**src/hw/rtl/tdn_pkg.sv**
```systemverilog
// Shared types, constants and helper functions of the torus distance and normal block.
package tdn_pkg;

  localparam int CW = 32;
  localparam int FB = 16;
  localparam int AW = 18;
  localparam int RW = 31;
  localparam int NW = 18;

  localparam int SQRT_STEPS = 32;
  localparam int DIV_Q = 18;
  localparam int DIV_DW = 49;

  localparam int FRONT_STAGES = 7;
  localparam int RADIAL_STAGES = 3;
  localparam int CORE_STAGES = 1;
  localparam int SCALE_STAGES = 2;
  localparam int OUT_STAGES = 1;
  localparam int LATENCY = FRONT_STAGES + SQRT_STEPS + RADIAL_STAGES + SQRT_STEPS
                           + CORE_STAGES + DIV_Q + SCALE_STAGES + DIV_Q + OUT_STAGES;

  localparam logic [2:0] REG_CENTER_X = 3'd0;
  localparam logic [2:0] REG_CENTER_Y = 3'd1;
  localparam logic [2:0] REG_CENTER_Z = 3'd2;
  localparam logic [2:0] REG_AXIS_X = 3'd3;
  localparam logic [2:0] REG_AXIS_Y = 3'd4;
  localparam logic [2:0] REG_AXIS_Z = 3'd5;
  localparam logic [2:0] REG_RING_RADIUS = 3'd6;
  localparam logic [2:0] REG_TUBE_RADIUS = 3'd7;

  localparam logic signed [63:0] SMAX64 = 64'sd2147483647;
  localparam logic signed [63:0] SMIN64 = -64'sd2147483648;
  localparam logic signed [36:0] ONE37 = 37'sd65536;

  typedef struct packed {
    logic [31:0] center_x;
    logic [31:0] center_y;
    logic [31:0] center_z;
    logic [17:0] axis_x;
    logic [17:0] axis_y;
    logic [17:0] axis_z;
    logic [30:0] ring_radius;
    logic [30:0] tube_radius;
  } cfg_t;

  typedef struct packed {
    logic        valid;
    logic [63:0] rad;
    logic [33:0] rem;
    logic [31:0] root;
  } sqrt_word_t;

  typedef struct packed {
    logic        valid;
    logic [30:0] rem;
    logic [17:0] dvd;
    logic [17:0] quo;
    logic [30:0] dsr;
  } div_word_t;

  function automatic logic signed [31:0] sat32(input logic signed [63:0] v);
    if (v > SMAX64) begin
      return 32'sh7fffffff;
    end else if (v < SMIN64) begin
      return 32'sh80000000;
    end
    return v[31:0];
  endfunction

  function automatic logic [31:0] abs32(input logic [31:0] v);
    return v[31] ? (~v + 32'd1) : v;
  endfunction

  function automatic sqrt_word_t sqrt_init(input logic valid, input logic [63:0] v);
    sqrt_word_t w;
    w.valid = valid;
    w.rad = v;
    w.rem = '0;
    w.root = '0;
    return w;
  endfunction

  function automatic div_word_t div_init(input logic valid, input logic [48:0] d,
                                         input logic [30:0] s);
    div_word_t w;
    w.valid = valid;
    w.rem = d[48:18];
    w.dvd = d[17:0];
    w.quo = '0;
    w.dsr = s;
    return w;
  endfunction

endpackage

```
**src/hw/rtl/tdn_regs.sv**
```systemverilog
// APB configuration registers of the torus: center, axis and radii.
module tdn_regs (
  input  logic          clk_i,
  input  logic          rst_ni,
  input  logic          psel,
  input  logic          penable,
  input  logic          pwrite,
  input  logic [4:0]    paddr,
  input  logic [31:0]   pwdata,
  output logic [31:0]   prdata,
  output logic          pready,
  output tdn_pkg::cfg_t cfg_o
);
  import tdn_pkg::*;

  cfg_t       cfg_q;
  logic       wr_en;
  logic [2:0] idx;

  assign pready = 1'b1;
  assign wr_en = psel && penable && pwrite;
  assign idx = paddr[4:2];

  always_ff @(posedge clk_i or negedge rst_ni) begin
    if (!rst_ni) begin
      cfg_q.center_x <= '0;
      cfg_q.center_y <= '0;
      cfg_q.center_z <= '0;
      cfg_q.axis_x <= '0;
      cfg_q.axis_y <= '0;
      cfg_q.axis_z <= 18'd65536;
      cfg_q.ring_radius <= 31'd131072;
      cfg_q.tube_radius <= 31'd65536;
    end else if (wr_en) begin
      case (idx)
        REG_CENTER_X: cfg_q.center_x <= pwdata;
        REG_CENTER_Y: cfg_q.center_y <= pwdata;
        REG_CENTER_Z: cfg_q.center_z <= pwdata;
        REG_AXIS_X: cfg_q.axis_x <= pwdata[17:0];
        REG_AXIS_Y: cfg_q.axis_y <= pwdata[17:0];
        REG_AXIS_Z: cfg_q.axis_z <= pwdata[17:0];
        REG_RING_RADIUS: cfg_q.ring_radius <= pwdata[30:0];
        REG_TUBE_RADIUS: cfg_q.tube_radius <= pwdata[30:0];
        default: ;
      endcase
    end
  end

  always_comb begin
    case (idx)
      REG_CENTER_X: prdata = cfg_q.center_x;
      REG_CENTER_Y: prdata = cfg_q.center_y;
      REG_CENTER_Z: prdata = cfg_q.center_z;
      REG_AXIS_X: prdata = {{14{cfg_q.axis_x[17]}}, cfg_q.axis_x};
      REG_AXIS_Y: prdata = {{14{cfg_q.axis_y[17]}}, cfg_q.axis_y};
      REG_AXIS_Z: prdata = {{14{cfg_q.axis_z[17]}}, cfg_q.axis_z};
      REG_RING_RADIUS: prdata = {1'b0, cfg_q.ring_radius};
      REG_TUBE_RADIUS: prdata = {1'b0, cfg_q.tube_radius};
      default: prdata = '0;
    endcase
  end

  assign cfg_o = cfg_q;

endmodule

```
**config.mk**
```make
export PLATFORM = sky130hd
export DESIGN_NAME = tdn_regs
export DESIGN_NICKNAME = d
export VERILOG_FILES = /design/src/hw/rtl/tdn_pkg.sv /design/src/hw/rtl/tdn_regs.sv
export SDC_FILE = /design/constraint.sdc
export NUM_CORES = 1
export LEC_CHECK = 0
export BUFFER_PORTS_ARGS = -buffer_cell sky130_fd_sc_hd__buf_2
export CAP_MARGIN = 20
export CORE_ASPECT_RATIO = 1.75
export CORE_MARGIN = 4
export CORE_UTILIZATION = 54
export CTS_BUF_LIST = sky130_fd_sc_hd__clkbuf_4 sky130_fd_sc_hd__clkbuf_8
export CTS_CLUSTER_SIZE = 30
export DETAILED_ROUTE_END_ITERATION = 10
export PLACE_DENSITY = 0.83
export SYNTH_ARGS = -nofsm -noshare
export SYNTH_HDL_FRONTEND = slang
export SYNTH_SLANG_ARGS = --single-unit
```
**constraint.sdc**
```tcl
create_clock -name clk_i -period 1.7 [get_ports clk_i]
set_input_delay 0.255 -clock clk_i [delete_from_list [all_inputs] [get_ports clk_i]]
set_output_delay 0.255 -clock clk_i [all_outputs]
set_load 0.03 [all_outputs]
```
==> qor.txt <==
worst path cell trace = or3b_4 -> nand4_4 -> clkbuf_16 -> o32a_4 -> buf_6
WL final = 32.7 mm
Synth warnings = 0
final worst slack = -0.646 ns
Antenna Nets Post-Route = 0
Final Hold Fails = 0
die span in x = 110 um
nets = 1,146
DR WL/cell = 24.1 um
HP Class = in2reg
most common cell after layout, fill and taps aside = buf_2
WHS Path Cells = 2
post-synth net total = 768
final setup TNS = -13.75 ns
CTS root buf = clkbuf_8
Syn-to-layout area delta = 39.9%
Crit Path Class = reg2out
core area = 0.0177 mm2
Pre-antenna DRT Iters = 7
crit-path max cell delay = 0.41 ns
power per cell area = 1280 mW/mm2
clock skew = 0 ns
WP data arrival = 2.09 ns
GR Util All Layers = 31.5%
CTS buffer count = 30
Bufs on Longest Clock Path = 3
Crit. End Element = output pin
largest net degree at the start of global routing = 50
RSZ-0062 raised after global routing = true
Synth cell types = 41
min Tclk post-route = 2.35 ns
first-pass GRT wire length = 49.1 mm
placed inst area = 0.0123 mm2
CP Buf/Inv Count = 2
Overflow after GRT = 0
Synth top area share = 53.4%
critical path depth = 5
clock-pin slew on the worst setup and hold paths = 0.07 ns
# DRC = 0
clk_lat worst skew = 0.56 ns
CTS H-Tree Depth = 1
DP HPWL = 21.8 mm
number of global-route vias before repair = 8,693
antenna violations before repair = 0
most frequent cells in the layout = buf_2 (248), dfrtp_1 (208), mux2_2 (205)
Synth Area in Simple Gates = 5.50%
Design Area, Final = 0.0137 mm2
Post-Synth Adder-Cell Area = 0%
Startpoint Class = register
MaxCap Viol Count = 0
number of I/O pins = 287
Cell Area, Synth = 0.00980 mm2
ANT cells = 0
ranking of synthesized cells by area = dfrtp_1 (53%), mux2_2 (24%), mux2i_1 (1.9%)
Largest register FFs = 212
CP max-delay cell = dfrtp_2
die area = 0.0205 mm2
failing checks = setup timing
mux cell area share after synthesis = 27.7%
Port Buf Inserts = 283
overall power = 0.0175 W
Max VDD drop = 0.858 mV
final max-slew violation count = 0
Post-Syn Instances = 726
Die Y = 186 um
worst path required time = 1.44 ns
Lkg Pwr = 6.75 nW
placer congestion estimate = 0.873
post-synth top area cell = dfrtp_1
status = finished, violations left
standard-cell rows = 64
syn avg cell area = 13.5 um2
largest family of logic cells by synthesized area = multiplexers
clock sinks = 212
Initial Util = 55.4%
critical path peak fanout = 6
vias post-DR = 8,142
share of layout cells above drive strength 1 = 63.0%
final core occ = 77.5%
Seq cells post-synth = 212
CTS tree = yes
Initial DRC Count = 398
Synth Area in XOR/XNOR = 0%
Final setup viols = 32
r2r worst-path depth = 3
CP delay by family, top = flip-flops
Synth Area in Compound Gates = 9.38%
vias per cell = 6.00
register area share after synthesis = 54.2%
Tcrit/Tclk final = 138%
f_max = 426 MHz
[cell families (layout without fill, tap and decap cells)]
group,Yosys count,in the layout
DFF,212,212
buffers and inverters,64,465
and+or+nand+nor,95,95
muxes,243,243
other,1,1
AOI/OAI and AO/OA,111,111
[power by group]
part	switching (W)	internal, W
logic	0.00400	0.00253
clock network	0.00194	0.00216
registers	0.000853	0.00605
[worst paths after layout]
path	slack, ns	from	to
max in group asynchronous	0.82	rst_ni	cfg_o[195]$_DFFE_PN0P_
max reg2reg	0.65	cfg_o[112]$_DFFE_PN0P_	cfg_o[112]$_DFFE_PN0P_
min	0.02	pwdata[3]	cfg_o[34]$_DFFE_PN0P_
min reg2reg	0.51	cfg_o[46]$_DFFE_PN0P_	cfg_o[46]$_DFFE_PN0P_
min in group asynchronous	0.19	rst_ni	cfg_o[6]$_DFFE_PN0P_
max	-0.65	cfg_o[97]$_DFFE_PN0P_	prdata[24]
[what timing repair did]
action                     4_1_cts  5_1_grt
pin swaps                       31       16
hold endpoints to repair       114        0
resized for setup               79        9
hold buffers                    17        0
cloned                           1        0
setup buffers                   31       11
setup endpoints to repair       32       33
[final cells by class]
type	instances	area, um2
Clock buffer	47	578
Clock inverter	8	40.0
Fill cell	1056	3990
Inverter	9	33.8
Multi-Input combinational cell	450	4600
Sequential cell	212	5310
Tap cell	231	289
Timing Repair Buffer	401	2860
[worst register-to-register path, stage by stage (launching register included)]
cell and delay [ns]:
dfrtp_1 0.41, buf_4 0.15, buf_4 0.13, mux2_2 0.25
[Yosys cell counts (all sizes together)]
master / count
mux2: 224
dfrtp: 209
nand2: 44
buf: 43
mux2i: 19
nor2: 19
o32a: 18
o22ai: 15
a22o: 14
clkbuf: 12
nor3b: 12
a211o: 10
a21bo: 10
a31oi: 10
o211ai: 10
inv: 9
a221oi: 8
nand2b: 6
o2bb2ai: 4
o32ai: 4
dfstp: 3
nand4b: 3
a2bb2oi: 2
and3b: 2
nand3b: 2
nand4: 2
nor2b: 2
o21ai: 2
o22a: 2
a211oi: 1
a21oi: 1
conb: 1
or2: 1
or3: 1
or3b: 1
[through the flow]
stage | worst slack [ns] | hold slack (ns) | instances
final | -0.646 | 0.0243 | 1358
after global routing | -0.681 | 0.0182 | 1358
after CTS | -0.661 | 0.00172 | 1347
after detailed placement | -0.503 | 0.232 | 1243
after global placement | -0.430 | 0.234 | 1243
after floorplan | 0.00189 | -0.0406 | 726
[routing by layer]
layer	vias to the layer above	share of wire, %	GRT usage (%)	wire length (um)
li1	3444	-	-	-
met1	4141	33	34.9	10900
met2	427	54	56.0	17500
met3	130	7.3	6.18	2380
met4	0	5.7	16.8	1870
met5	-	0	0	0
Note: power is estimated with default switching activity, not from simulation.
