===== src/hw/rtl/tdn_pkg.sv =====
// Shared types, constants and helper functions of the torus distance and normal block.
package tdn_pkg;

  localparam int CW = 32;
  localparam int FB = 16;
  localparam int AW = 18;
  localparam int RW = 31;
  localparam int NW = 18;

  localparam int SQRT_STEPS = 32;
  localparam int DIV_Q = 18;
  localparam int DIV_DW = 49;

  localparam int FRONT_STAGES = 7;
  localparam int RADIAL_STAGES = 3;
  localparam int CORE_STAGES = 1;
  localparam int SCALE_STAGES = 2;
  localparam int OUT_STAGES = 1;
  localparam int LATENCY = FRONT_STAGES + SQRT_STEPS + RADIAL_STAGES + SQRT_STEPS
                           + CORE_STAGES + DIV_Q + SCALE_STAGES + DIV_Q + OUT_STAGES;

  localparam logic [2:0] REG_CENTER_X = 3'd0;
  localparam logic [2:0] REG_CENTER_Y = 3'd1;
  localparam logic [2:0] REG_CENTER_Z = 3'd2;
  localparam logic [2:0] REG_AXIS_X = 3'd3;
  localparam logic [2:0] REG_AXIS_Y = 3'd4;
  localparam logic [2:0] REG_AXIS_Z = 3'd5;
  localparam logic [2:0] REG_RING_RADIUS = 3'd6;
  localparam logic [2:0] REG_TUBE_RADIUS = 3'd7;

  localparam logic signed [63:0] SMAX64 = 64'sd2147483647;
  localparam logic signed [63:0] SMIN64 = -64'sd2147483648;
  localparam logic signed [36:0] ONE37 = 37'sd65536;

  typedef struct packed {
    logic [31:0] center_x;
    logic [31:0] center_y;
    logic [31:0] center_z;
    logic [17:0] axis_x;
    logic [17:0] axis_y;
    logic [17:0] axis_z;
    logic [30:0] ring_radius;
    logic [30:0] tube_radius;
  } cfg_t;

  typedef struct packed {
    logic        valid;
    logic [63:0] rad;
    logic [33:0] rem;
    logic [31:0] root;
  } sqrt_word_t;

  typedef struct packed {
    logic        valid;
    logic [30:0] rem;
    logic [17:0] dvd;
    logic [17:0] quo;
    logic [30:0] dsr;
  } div_word_t;

  function automatic logic signed [31:0] sat32(input logic signed [63:0] v);
    if (v > SMAX64) begin
      return 32'sh7fffffff;
    end else if (v < SMIN64) begin
      return 32'sh80000000;
    end
    return v[31:0];
  endfunction

  function automatic logic [31:0] abs32(input logic [31:0] v);
    return v[31] ? (~v + 32'd1) : v;
  endfunction

  function automatic sqrt_word_t sqrt_init(input logic valid, input logic [63:0] v);
    sqrt_word_t w;
    w.valid = valid;
    w.rad = v;
    w.rem = '0;
    w.root = '0;
    return w;
  endfunction

  function automatic div_word_t div_init(input logic valid, input logic [48:0] d,
                                         input logic [30:0] s);
    div_word_t w;
    w.valid = valid;
    w.rem = d[48:18];
    w.dvd = d[17:0];
    w.quo = '0;
    w.dsr = s;
    return w;
  endfunction

endpackage


===== src/hw/rtl/tdn_div_cell.sv =====
// One step of a restoring divider: one dividend bit in, one quotient bit out.
module tdn_div_cell (
  input  logic               clk_i,
  input  logic               rst_ni,
  input  tdn_pkg::div_word_t word_i,
  output tdn_pkg::div_word_t word_o
);
  import tdn_pkg::*;

  logic [31:0] cur;
  div_word_t   nxt;
  logic        valid_q;
  div_word_t   data_q;

  always_comb begin
    cur = {word_i.rem, word_i.dvd[17]};
    nxt = word_i;
    nxt.dvd = {word_i.dvd[16:0], 1'b0};
    if (cur >= {1'b0, word_i.dsr}) begin
      nxt.rem = 31'(cur - {1'b0, word_i.dsr});
      nxt.quo = {word_i.quo[16:0], 1'b1};
    end else begin
      nxt.rem = cur[30:0];
      nxt.quo = {word_i.quo[16:0], 1'b0};
    end
  end

  always_ff @(posedge clk_i or negedge rst_ni) begin
    if (!rst_ni) begin
      valid_q <= 1'b0;
    end else begin
      valid_q <= word_i.valid;
    end
  end

  always_ff @(posedge clk_i) begin
    data_q <= nxt;
  end

  always_comb begin
    word_o = data_q;
    word_o.valid = valid_q;
  end

endmodule


===== config.mk =====
export PLATFORM = sky130hd
export DESIGN_NAME = tdn_div_cell
export DESIGN_NICKNAME = d
export VERILOG_FILES = /design/src/hw/rtl/tdn_pkg.sv /design/src/hw/rtl/tdn_div_cell.sv
export SDC_FILE = /design/constraint.sdc
export NUM_CORES = 1
export LEC_CHECK = 0
export ABC_AREA = 1
export CORE_UTILIZATION = 61
export DETAILED_ROUTE_END_ITERATION = 12
export DONT_BUFFER_PORTS = 1
export HOLD_SLACK_MARGIN = 0.15
export PLACE_DENSITY = 0.77
export SLEW_MARGIN = 20
export SYNTH_ARGS = -nofsm -noshare
export SYNTH_HDL_FRONTEND = slang
export SYNTH_SLANG_ARGS = --single-unit
export TNS_END_PERCENT = 1

===== constraint.sdc =====
create_clock -name clk_i -period 1.56 [get_ports clk_i]
set_clock_uncertainty 0.05 [all_clocks]
set_input_delay 0.234 -clock clk_i [delete_from_list [all_inputs] [get_ports clk_i]]
set_output_delay 0.234 -clock clk_i [all_outputs]
set_load 0.03 [all_outputs]

==> impl_metrics.tcl, run 1 <==
set metrics [dict create \
    synthesis.instances 730 \
    tool.error "[ERROR DPL-0038] Utilization greater than 100%, impossible to legalize" \
    grt_max_degree 19 \
    die_w_um 91.6 \
    postSynthRegisterBits 98 \
    dp_hpwl_mm 11.9 \
    synthesis.area_per_instance_sq_um 6.71 \
    synthDistinctLibCells 30 \
    cts-buffers-inserted 9 \
    worstEpCategory "sequential cell input" \
    die_height_um 91.6 \
    fraction_of_registers_with_async_set_or_reset_after_synthesis 0.0102 \
    buffer_ports.inserted 0 \
    htree_levels 3 \
    io_pins 200 \
    yosysWarningCount 0 \
    number_of_synthesized_flops_with_an_enable_pin 0 \
    gpl.final_weighted_congestion 0.921 \
    syn_area_sq_mm 0.00490 \
    syn-num-nets 863 \
    root_buffer "sky130_fd_sc_hd__clkbuf_8" \
    endpoint_with_the_least_setup_slack_after_the_last_global_route_repair "word_o[85]$_DFF_P_/D" \
    floorplan.initialDensity 0.634 \
    cts_max_path_buffers 2 \
    synth.yosys.seq_area_share 0.402 \
    fp-row-count 32 \
    fail_step "global routing" \
    postSynth.topFlopCell "sky130_fd_sc_hd__dfxtp_1" \
    status "stopped before the end" \
    clkSinkCount 98 \
]
-- stage by stage --
step	cells	setup slack (ns)	instance area, sq um	setup TNS, ns
after floorplan	730	-0.380	4930	-9.24
after global placement	918	-0.342	5750	-10.33
after detailed placement	918	-0.465	5750	-13.42
after CTS	1038	0.00308	7180	0
-- cells by family after synthesis --
group,share of synthesized area
XOR/XNOR,0.0250
other,0.000766
AND/OR/NAND/NOR,0.333
flip-flops,0.402
buffers and inverters,0.131
AO/OA/AOI/OAI,0.0258
adder cells (fa/ha/maj),0.0833
-- Yosys cell counts (2+ instances only) --
cell type / instances / area [sq um]
sky130_fd_sc_hd__buf_2: 4 / 20.0
sky130_fd_sc_hd__nor2_4: 2 / 22.5
sky130_fd_sc_hd__buf_4: 2 / 15.0
sky130_fd_sc_hd__nor2_2: 2 / 12.5
sky130_fd_sc_hd__buf_6: 2 / 22.5
sky130_fd_sc_hd__nand2_1: 292 / 1100
sky130_fd_sc_hd__nand3_1: 43 / 215
sky130_fd_sc_hd__o21ai_0: 3 / 15.0
sky130_fd_sc_hd__nor2_1: 38 / 143
sky130_fd_sc_hd__inv_2: 3 / 11.3
sky130_fd_sc_hd__inv_1: 152 / 571
sky130_fd_sc_hd__nor3_1: 4 / 20.0
sky130_fd_sc_hd__nand3b_1: 3 / 22.5
sky130_fd_sc_hd__xor2_1: 13 / 114
sky130_fd_sc_hd__dfxtp_1: 97 / 1940
sky130_fd_sc_hd__nand4_1: 7 / 43.8
sky130_fd_sc_hd__nand2_2: 2 / 12.5
sky130_fd_sc_hd__o21bai_1: 3 / 22.5
sky130_fd_sc_hd__ha_1: 31 / 388
sky130_fd_sc_hd__or2_2: 2 / 12.5
sky130_fd_sc_hd__a21oi_1: 16 / 80.1
-- repair_timing --
item                       CTS
pin swaps                   12
hold buffers                97
cloned                       1
hold endpoints to repair    98
setup endpoints to repair   29
buffers inserted             6
resized for setup           31
==> run 2, diff against run 1 <==
--- a/config.mk
+++ b/config.mk
@@ -6,11 +6,10 @@
 export NUM_CORES = 1
 export LEC_CHECK = 0
 export ABC_AREA = 1
-export CORE_UTILIZATION = 61
+export CORE_UTILIZATION = 40
 export DETAILED_ROUTE_END_ITERATION = 12
 export DONT_BUFFER_PORTS = 1
-export HOLD_SLACK_MARGIN = 0.15
-export PLACE_DENSITY = 0.77
+export PLACE_DENSITY_LB_ADDON = 0.15
 export SLEW_MARGIN = 20
 export SYNTH_ARGS = -nofsm -noshare
 export SYNTH_HDL_FRONTEND = slang
==> run 2 against run 1 <==
Effect of this change: the flow now finishes without violations; synthesized cell count unchanged; synthesized area unchanged.
==> impl_metrics.tcl, run 2 <==
set metrics [dict create \
    power_density_mw_per_mm2 978 \
    fillCellCount 1025 \
    path_class "in2reg" \
    number_of_synthesized_flops_with_an_enable_pin 0 \
    setup-tns-final_ns 0 \
    number_of_placed_cells_counting_well_taps 970 \
    flip_flop_count_of_the_largest_register_all_copies_and_words_added 97 \
    grt_max_degree 20 \
    synth_common_cells "sky130_fd_sc_hd__nand2_1, sky130_fd_sc_hd__inv_1, sky130_fd_sc_hd__dfxtp_1, sky130_fd_sc_hd__nand3_1, sky130_fd_sc_hd__nor2_1" \
    clkSinkCount 98 \
    coreArea_sq_mm 0.0120 \
    antennaDiodeCount 0 \
    critical_path.max_stage_delay_ns 0.33 \
    p_sw_frac 0.348 \
    dp_hpwl_mm 11.3 \
    finalSetupViolations 0 \
    total_area_of_sequential_cells_sq_mm 0.00197 \
    period_minus_slack_ns 1.53 \
    power_switching_uw 2600 \
    grt_antenna_before_repair 0 \
    worstPathArrival_ns 1.73 \
    clkSlewWorstSetupHoldPaths_ns 0.07 \
    firstDrtPassIters 6 \
    postSynthRegisterBits 98 \
    synthesis.instances 730 \
    sequential_group_share_of_total_power 0.452 \
    floorplan.initialDensity 0.409 \
    library_cell_with_the_highest_instance_count_after_synthesis "sky130_fd_sc_hd__nand2_1" \
    maximum_capacitance_violations 0 \
    postSynth.topFlopCell "sky130_fd_sc_hd__dfxtp_1" \
    critical_path_required_ns 1.76 \
    routed-via-count 4924 \
    finished_layout_cells 1086 \
    mostFrequentLayoutCell "sky130_fd_sc_hd__nand2_1" \
    multiInputGateArea_sq_mm 0.00276 \
    buffer_ports.inserted 0 \
    finish.instance_area_sq_mm 0.00764 \
    final_cell_mix "sky130_fd_sc_hd__nand2_1, sky130_fd_sc_hd__inv_1, sky130_fd_sc_hd__buf_4" \
    synth.largest_area_cell "sky130_fd_sc_hd__dfxtp_1" \
    dpl-instance-area_sq_mm 0.00587 \
    dr_vias_cell 4.53 \
    mean_routed_wirelength_per_cell_um 14.5 \
    design.die.area_sq_mm 0.0127 \
    die_height_um 113 \
    grt_pass1_wl_mm 23.7 \
    syn-num-nets 863 \
    fp-row-count 40 \
    gpl.final_weighted_congestion 0.835 \
    grt_overflow 0 \
    htree_levels 3 \
    cts-buffers-inserted 9 \
    first_global_vias 4895 \
    final-max-slew-violation-count 0 \
    timing.final.crit_share 0.979 \
    status "finished, final reports clean" \
    worst-path-max-fanout 8 \
    cellLeakagePower_uw 0.00408 \
    worstSetupStartpointType "input pin" \
    clk_network_pwr_share 0.294 \
    total_routed_length_mm 15.7 \
    postRouteAntennaNets 0 \
    ir_worst_vdd_mv 0.618 \
    max_freq_mhz 655 \
    cp_top_family "simple AND/OR/NAND/NOR gates" \
    hold_viol_final 0 \
    layout-area-overhead-vs-synth_pct 56.0 \
    total_internal_power_uw 4870 \
    synthesis.area_per_instance_sq_um 6.71 \
    drcViolationCount 0 \
    root_buffer "sky130_fd_sc_hd__clkbuf_16" \
    cpMaxStageDelayCell "sky130_fd_sc_hd__fa_2" \
    fraction_of_registers_with_async_set_or_reset_after_synthesis 0.0102 \
    yosysWarningCount 0 \
    io_pins 200 \
    rsz_0062_raised_after_global_routing "true" \
    drt_iter0_drc 180 \
    synthDistinctLibCells 30 \
    layout.nets 1067 \
    combinationalPowerShare 0.255 \
    synth.yosys.seq_area_share 0.402 \
    hp-class "in2async" \
    synthTopCellsByArea "sky130_fd_sc_hd__dfxtp_1, sky130_fd_sc_hd__nand2_1, sky130_fd_sc_hd__inv_1, sky130_fd_sc_hd__ha_1, sky130_fd_sc_hd__nand3_1" \
    cts_tree "built" \
    grtUsageTotal 0.243 \
    die_w_um 113 \
    critPathLaunch "word_i[66]" \
    worst-path-buf-inv 4 \
    setup.worst_path.end_class "register" \
    finalCoreUtilization 0.638 \
    syn_area_sq_mm 0.00490 \
    drive_above_1_share 0.234 \
    synth_top_area_frac 0.397 \
    cts_max_path_buffers 2 \
    cp_common_cell "sky130_fd_sc_hd__nand2_2" \
    worstPathCellList "inv_12, ha_4, fa_2, inv_2, nand2_2, nand2_2, nand3_2, nand2_2, nand2_2, nand3_2, nand2_4, nand2_8, inv_8, clkbuf_16, nand2_1, nand2_1" \
]
run 2: cell counts after synthesis:
Identical to the previous run, type by type.
run 2: what timing repair did:
| item | in CTS | in global routing |
|---|---|---|
| gates cloned | 0 | 2 |
| endpoints found under the setup margin | 31 | 31 |
| pin swaps | 2 | 16 |
| buffers inserted | 0 | 2 |
| hold endpoints to repair | 96 | 1 |
| gates resized for setup | 12 | 77 |
| hold buffers | 95 | 1 |
run 2: cell families after synthesis:
logic type | after synthesis | share of synthesized area
buffers and inverters | 163 | 0.131
DFF | 98 | 0.402
AOI/OAI and AO/OA | 23 | 0.0258
xor gates and xnor gates | 14 | 0.0250
and+or+nand+nor | 399 | 0.333
other | 1 | 0.000766
adders and majority gates | 32 | 0.0833
run 2: power groups by stage:
| stage | logic [uW] | clock network (uW) | registers [uW] |
|---|---|---|---|
| 5_1_grt | 2130 | 2350 | 3390 |
| 3_5_place_dp | 1500 | 0 | 3430 |
| 3_3_place_gp | 1490 | 0 | 3440 |
| 4_1_cts | 1720 | 2210 | 3380 |
| 6_report | 1900 | 2190 | 3370 |
| 2_1_floorplan | 886 | 0 | 3390 |
run 2: stage by stage:
stage               hold WS [ns]  total power (uW)  worst slack, ns
floorplan                 -0.112              4280           -0.380
global placement          -0.112              4920           -0.438
detailed placement        -0.112              4940           -0.467
CTS                      -0.0432              7300         -0.00917
global route              0.0343              7870          -0.0554
finish                    0.0423              7470           0.0325
run 2: how the worst max path moves through the flow:
stage               slack, ns          to  cells after the start
detailed placement      -0.47  word_o[90]                     13
floorplan               -0.38  word_o[73]                     17
global route            -0.06  word_o[88]                     13
global placement        -0.44  word_o[90]                     13
CTS                    -0.009  word_o[90]                     16
finish                   0.03  word_o[94]                     16
run 2: layout make-up:
cell class	count	area share
clock buffer	10	0.0313
tap	147	0.0241
timing repair buffer	201	0.240
clock inverter	6	0.00737
sequential	98	0.258
inverter	155	0.0788
multi-input combinational	469	0.361
run 2: metal layers:
| layer | routed length, um | vias up | track usage | share of wire |
|---|---|---|---|---|
| li1 | - | 2579 | - | - |
| met1 | 6930 | 2164 | 0.301 | 0.44 |
| met2 | 7630 | 172 | 0.422 | 0.49 |
| met3 | 995 | 9 | 0.0583 | 0.063 |
| met4 | 148 | 0 | 0.0649 | 0.0094 |
| met5 | 0 | - | 0 | 0 |
(Power assumes the default switching activity.)
==> run 3, diff against run 2 <==
--- a/config.mk
+++ b/config.mk
@@ -6,9 +6,9 @@
 export NUM_CORES = 1
 export LEC_CHECK = 0
 export ABC_AREA = 1
+export BUFFER_PORTS_ARGS = -buffer_cell sky130_fd_sc_hd__buf_2
 export CORE_UTILIZATION = 40
 export DETAILED_ROUTE_END_ITERATION = 12
-export DONT_BUFFER_PORTS = 1
 export PLACE_DENSITY_LB_ADDON = 0.15
 export SLEW_MARGIN = 20
 export SYNTH_ARGS = -nofsm -noshare
==> run 3 against run 2 <==
Effect of this change: die area is the same; critical path type unchanged; the flow now finishes with violations (setup timing); setup slack worse by 0.080 ns; non-clock buffer count is 176 higher; highest routed layer unchanged; largest cell class unchanged; critical path depth increased by 1.
==> impl_metrics.tcl, run 3 (synthesis results as in run 2) <==
set metrics [dict create \
    wl_met1_mm 6.92 \
    die_w_um 113 \
    power_density_mw_per_mm2 916 \
    maximum_capacitance_violations 0 \
    rsz_0062_raised_after_global_routing "true" \
    hp-class "in2reg" \
    cp_top_family "simple AND/OR/NAND/NOR gates" \
    hold_viol_final 0 \
    first_global_vias 5199 \
    coreArea_sq_mm 0.0120 \
    layout.nets 1243 \
    total_routed_length_mm 15.4 \
    antennaDiodeCount 0 \
    period_minus_slack_ns 1.61 \
    critical_path.max_stage_delay_ns 0.33 \
    clk_network_pwr_share 0.272 \
    die_height_um 113 \
    clkSlewWorstSetupHoldPaths_ns 0.07 \
    design.die.area_sq_mm 0.0127 \
    whs_endpoint "word_o[3]" \
    status "finished, violations left" \
    final_cell_mix "sky130_fd_sc_hd__nand2_1, sky130_fd_sc_hd__buf_2, sky130_fd_sc_hd__inv_1" \
    worstPathCellList "buf_8, inv_12, ha_4, fa_2, inv_2, nand2_2, nand2_2, nand3_2, nand2_2, nand2_2, nand3_2, nand2_2, nand2_4, buf_6, clkbuf_16, nand3_1, nand2_1" \
    dr.max_layer_used "met4" \
    ir_worst_vdd_mv 0.509 \
    path_class "in2reg" \
    min_path_cells 2 \
    postRouteAntennaNets 0 \
    clkSinkCount 98 \
    worst-path-max-fanout 6 \
    cpMaxStageDelayCell "sky130_fd_sc_hd__fa_2" \
    cts_tree "built" \
    min_from "word_i[3]" \
    met2WireLength_mm 7.37 \
    drive_above_1_share 0.385 \
    floorplan.initialDensity 0.409 \
    power_switching_uw 2650 \
    timing.final.crit_share 1.03 \
    dp_hpwl_mm 11.0 \
    grtUsageTotal 0.238 \
    gpl.final_weighted_congestion 0.895 \
    setup.worst_path.end_class "register" \
    buffer_ports.inserted 197 \
    final_critical_path_setup_slack_ns -0.0471 \
    cts_max_path_buffers 2 \
    grt_max_degree 19 \
    violations "setup timing" \
    critical_path_required_ns 1.81 \
    sequential_group_share_of_total_power 0.364 \
    dpl_worst_slack_ns -0.562 \
    grt_overflow 0 \
    max_freq_mhz 622 \
    final-max-slew-violation-count 0 \
    fp-row-count 40 \
    htree_levels 3 \
    layout-area-overhead-vs-synth_pct 72.4 \
    cp_common_cell "sky130_fd_sc_hd__nand2_2" \
    drcViolationCount 0 \
    root_buffer "sky130_fd_sc_hd__clkbuf_16" \
    finalCoreUtilization 0.706 \
    dr_vias_cell 4.42 \
    drt_iter0_drc 289 \
    firstDrtPassIters 5 \
    worstSetupStartpointType "input pin" \
    worst-path-buf-inv 5 \
    worstPathArrival_ns 1.86 \
    mean_routed_wirelength_per_cell_um 12.2 \
    finalSetupViolations 17 \
    io_pins 200 \
    p_sw_frac 0.343 \
    grt_pass1_wl_mm 23.6 \
    mostFrequentLayoutCell "sky130_fd_sc_hd__nand2_1" \
    finalPower_uw 7730 \
    routed-via-count 5572 \
    cts-buffers-inserted 9 \
    met3_wirelength_um 879 \
    cellLeakagePower_uw 0.00477 \
    combinationalPowerShare 0.364 \
    total_internal_power_uw 5080 \
    grt_antenna_before_repair 0 \
    flip_flop_count_of_the_largest_register_all_copies_and_words_added 97 \
]
run 3: changes by cell type in the layout (fill, tap and decap cells not counted), moves of 3 or more:
| cell | delta |
|---|---|
| sky130_fd_sc_hd__nand3_2 | +3 |
| sky130_fd_sc_hd__dlygate4sd3_1 | -30 |
| sky130_fd_sc_hd__nor2_1 | -4 |
| sky130_fd_sc_hd__inv_8 | -3 |
| sky130_fd_sc_hd__nand3_1 | -3 |
| sky130_fd_sc_hd__buf_4 | +7 |
| sky130_fd_sc_hd__buf_2 | +195 |
| sky130_fd_sc_hd__nand2_1 | +9 |
| sky130_fd_sc_hd__nand2_2 | -12 |
| sky130_fd_sc_hd__a21oi_1 | -3 |
| sky130_fd_sc_hd__buf_6 | +4 |
| sky130_fd_sc_hd__nand2_4 | +4 |
run 3: per-layer routing:
layer / up-vias / track usage
met2: 171 / 0.421
met1: 2455 / 0.291
met3: 18 / 0.0508
li1: 2928 / -
met5: - / 0
met4: 0 / 0.0667
run 3: timing repair:
action | 4_1_cts | 5_1_grt
gates cloned | 1 | 1
resized for setup | 54 | 56
hold buffers | 66 | 0
hold endpoints to repair | 66 | 0
pin swaps | 12 | 10
setup endpoints to repair | 32 | 32
setup buffers | 4 | 2
run 3: cell type report:
cell class | instances | area, sq um
Sequential cell | 98 | 1970
Clock buffer | 11 | 243
Fill cell | 1036 | 3520
Clock inverter | 5 | 35.0
Inverter | 155 | 599
Multi-Input combinational cell | 469 | 2810
Tap cell | 147 | 184
Timing Repair Buffer | 377 | 2600
run 3: worst max-delay path by stage:
stage	slack, ns	end	from	cells past startpoint
after floorplan	-0.38	word_o[73]	word_i[66]	17
after global placement	-0.51	word_o[67]	word_i[66]	15
after detailed placement	-0.56	word_o[90]	word_i[66]	16
after CTS	-0.06	word_o[94]	word_i[7]	13
after global routing	-0.13	word_o[87]	word_i[66]	17
final	-0.05	word_o[93]	word_i[66]	17
run 3: metrics by stage:
stage	setup TNS, ns	hold slack, ns	cell area (sq um)	instances
final	-0.550	0.0441	8440	1262
after detailed placement	-16.86	-0.0397	6880	1173
after floorplan	-9.24	-0.112	4930	730
after global routing	-3.08	0.0354	8440	1262
after global placement	-15.77	-0.0394	6880	1173
after CTS	-0.801	0.0291	8160	1260
run 3: power by group through the flow:
stage	combinational [uW]	sequential, uW	clock (uW)
finish	2810	2820	2100
detailed placement	2380	2870	0
global placement	2360	2870	0
floorplan	886	3390	0
global route	3060	2830	2240
CTS	2670	2820	2160
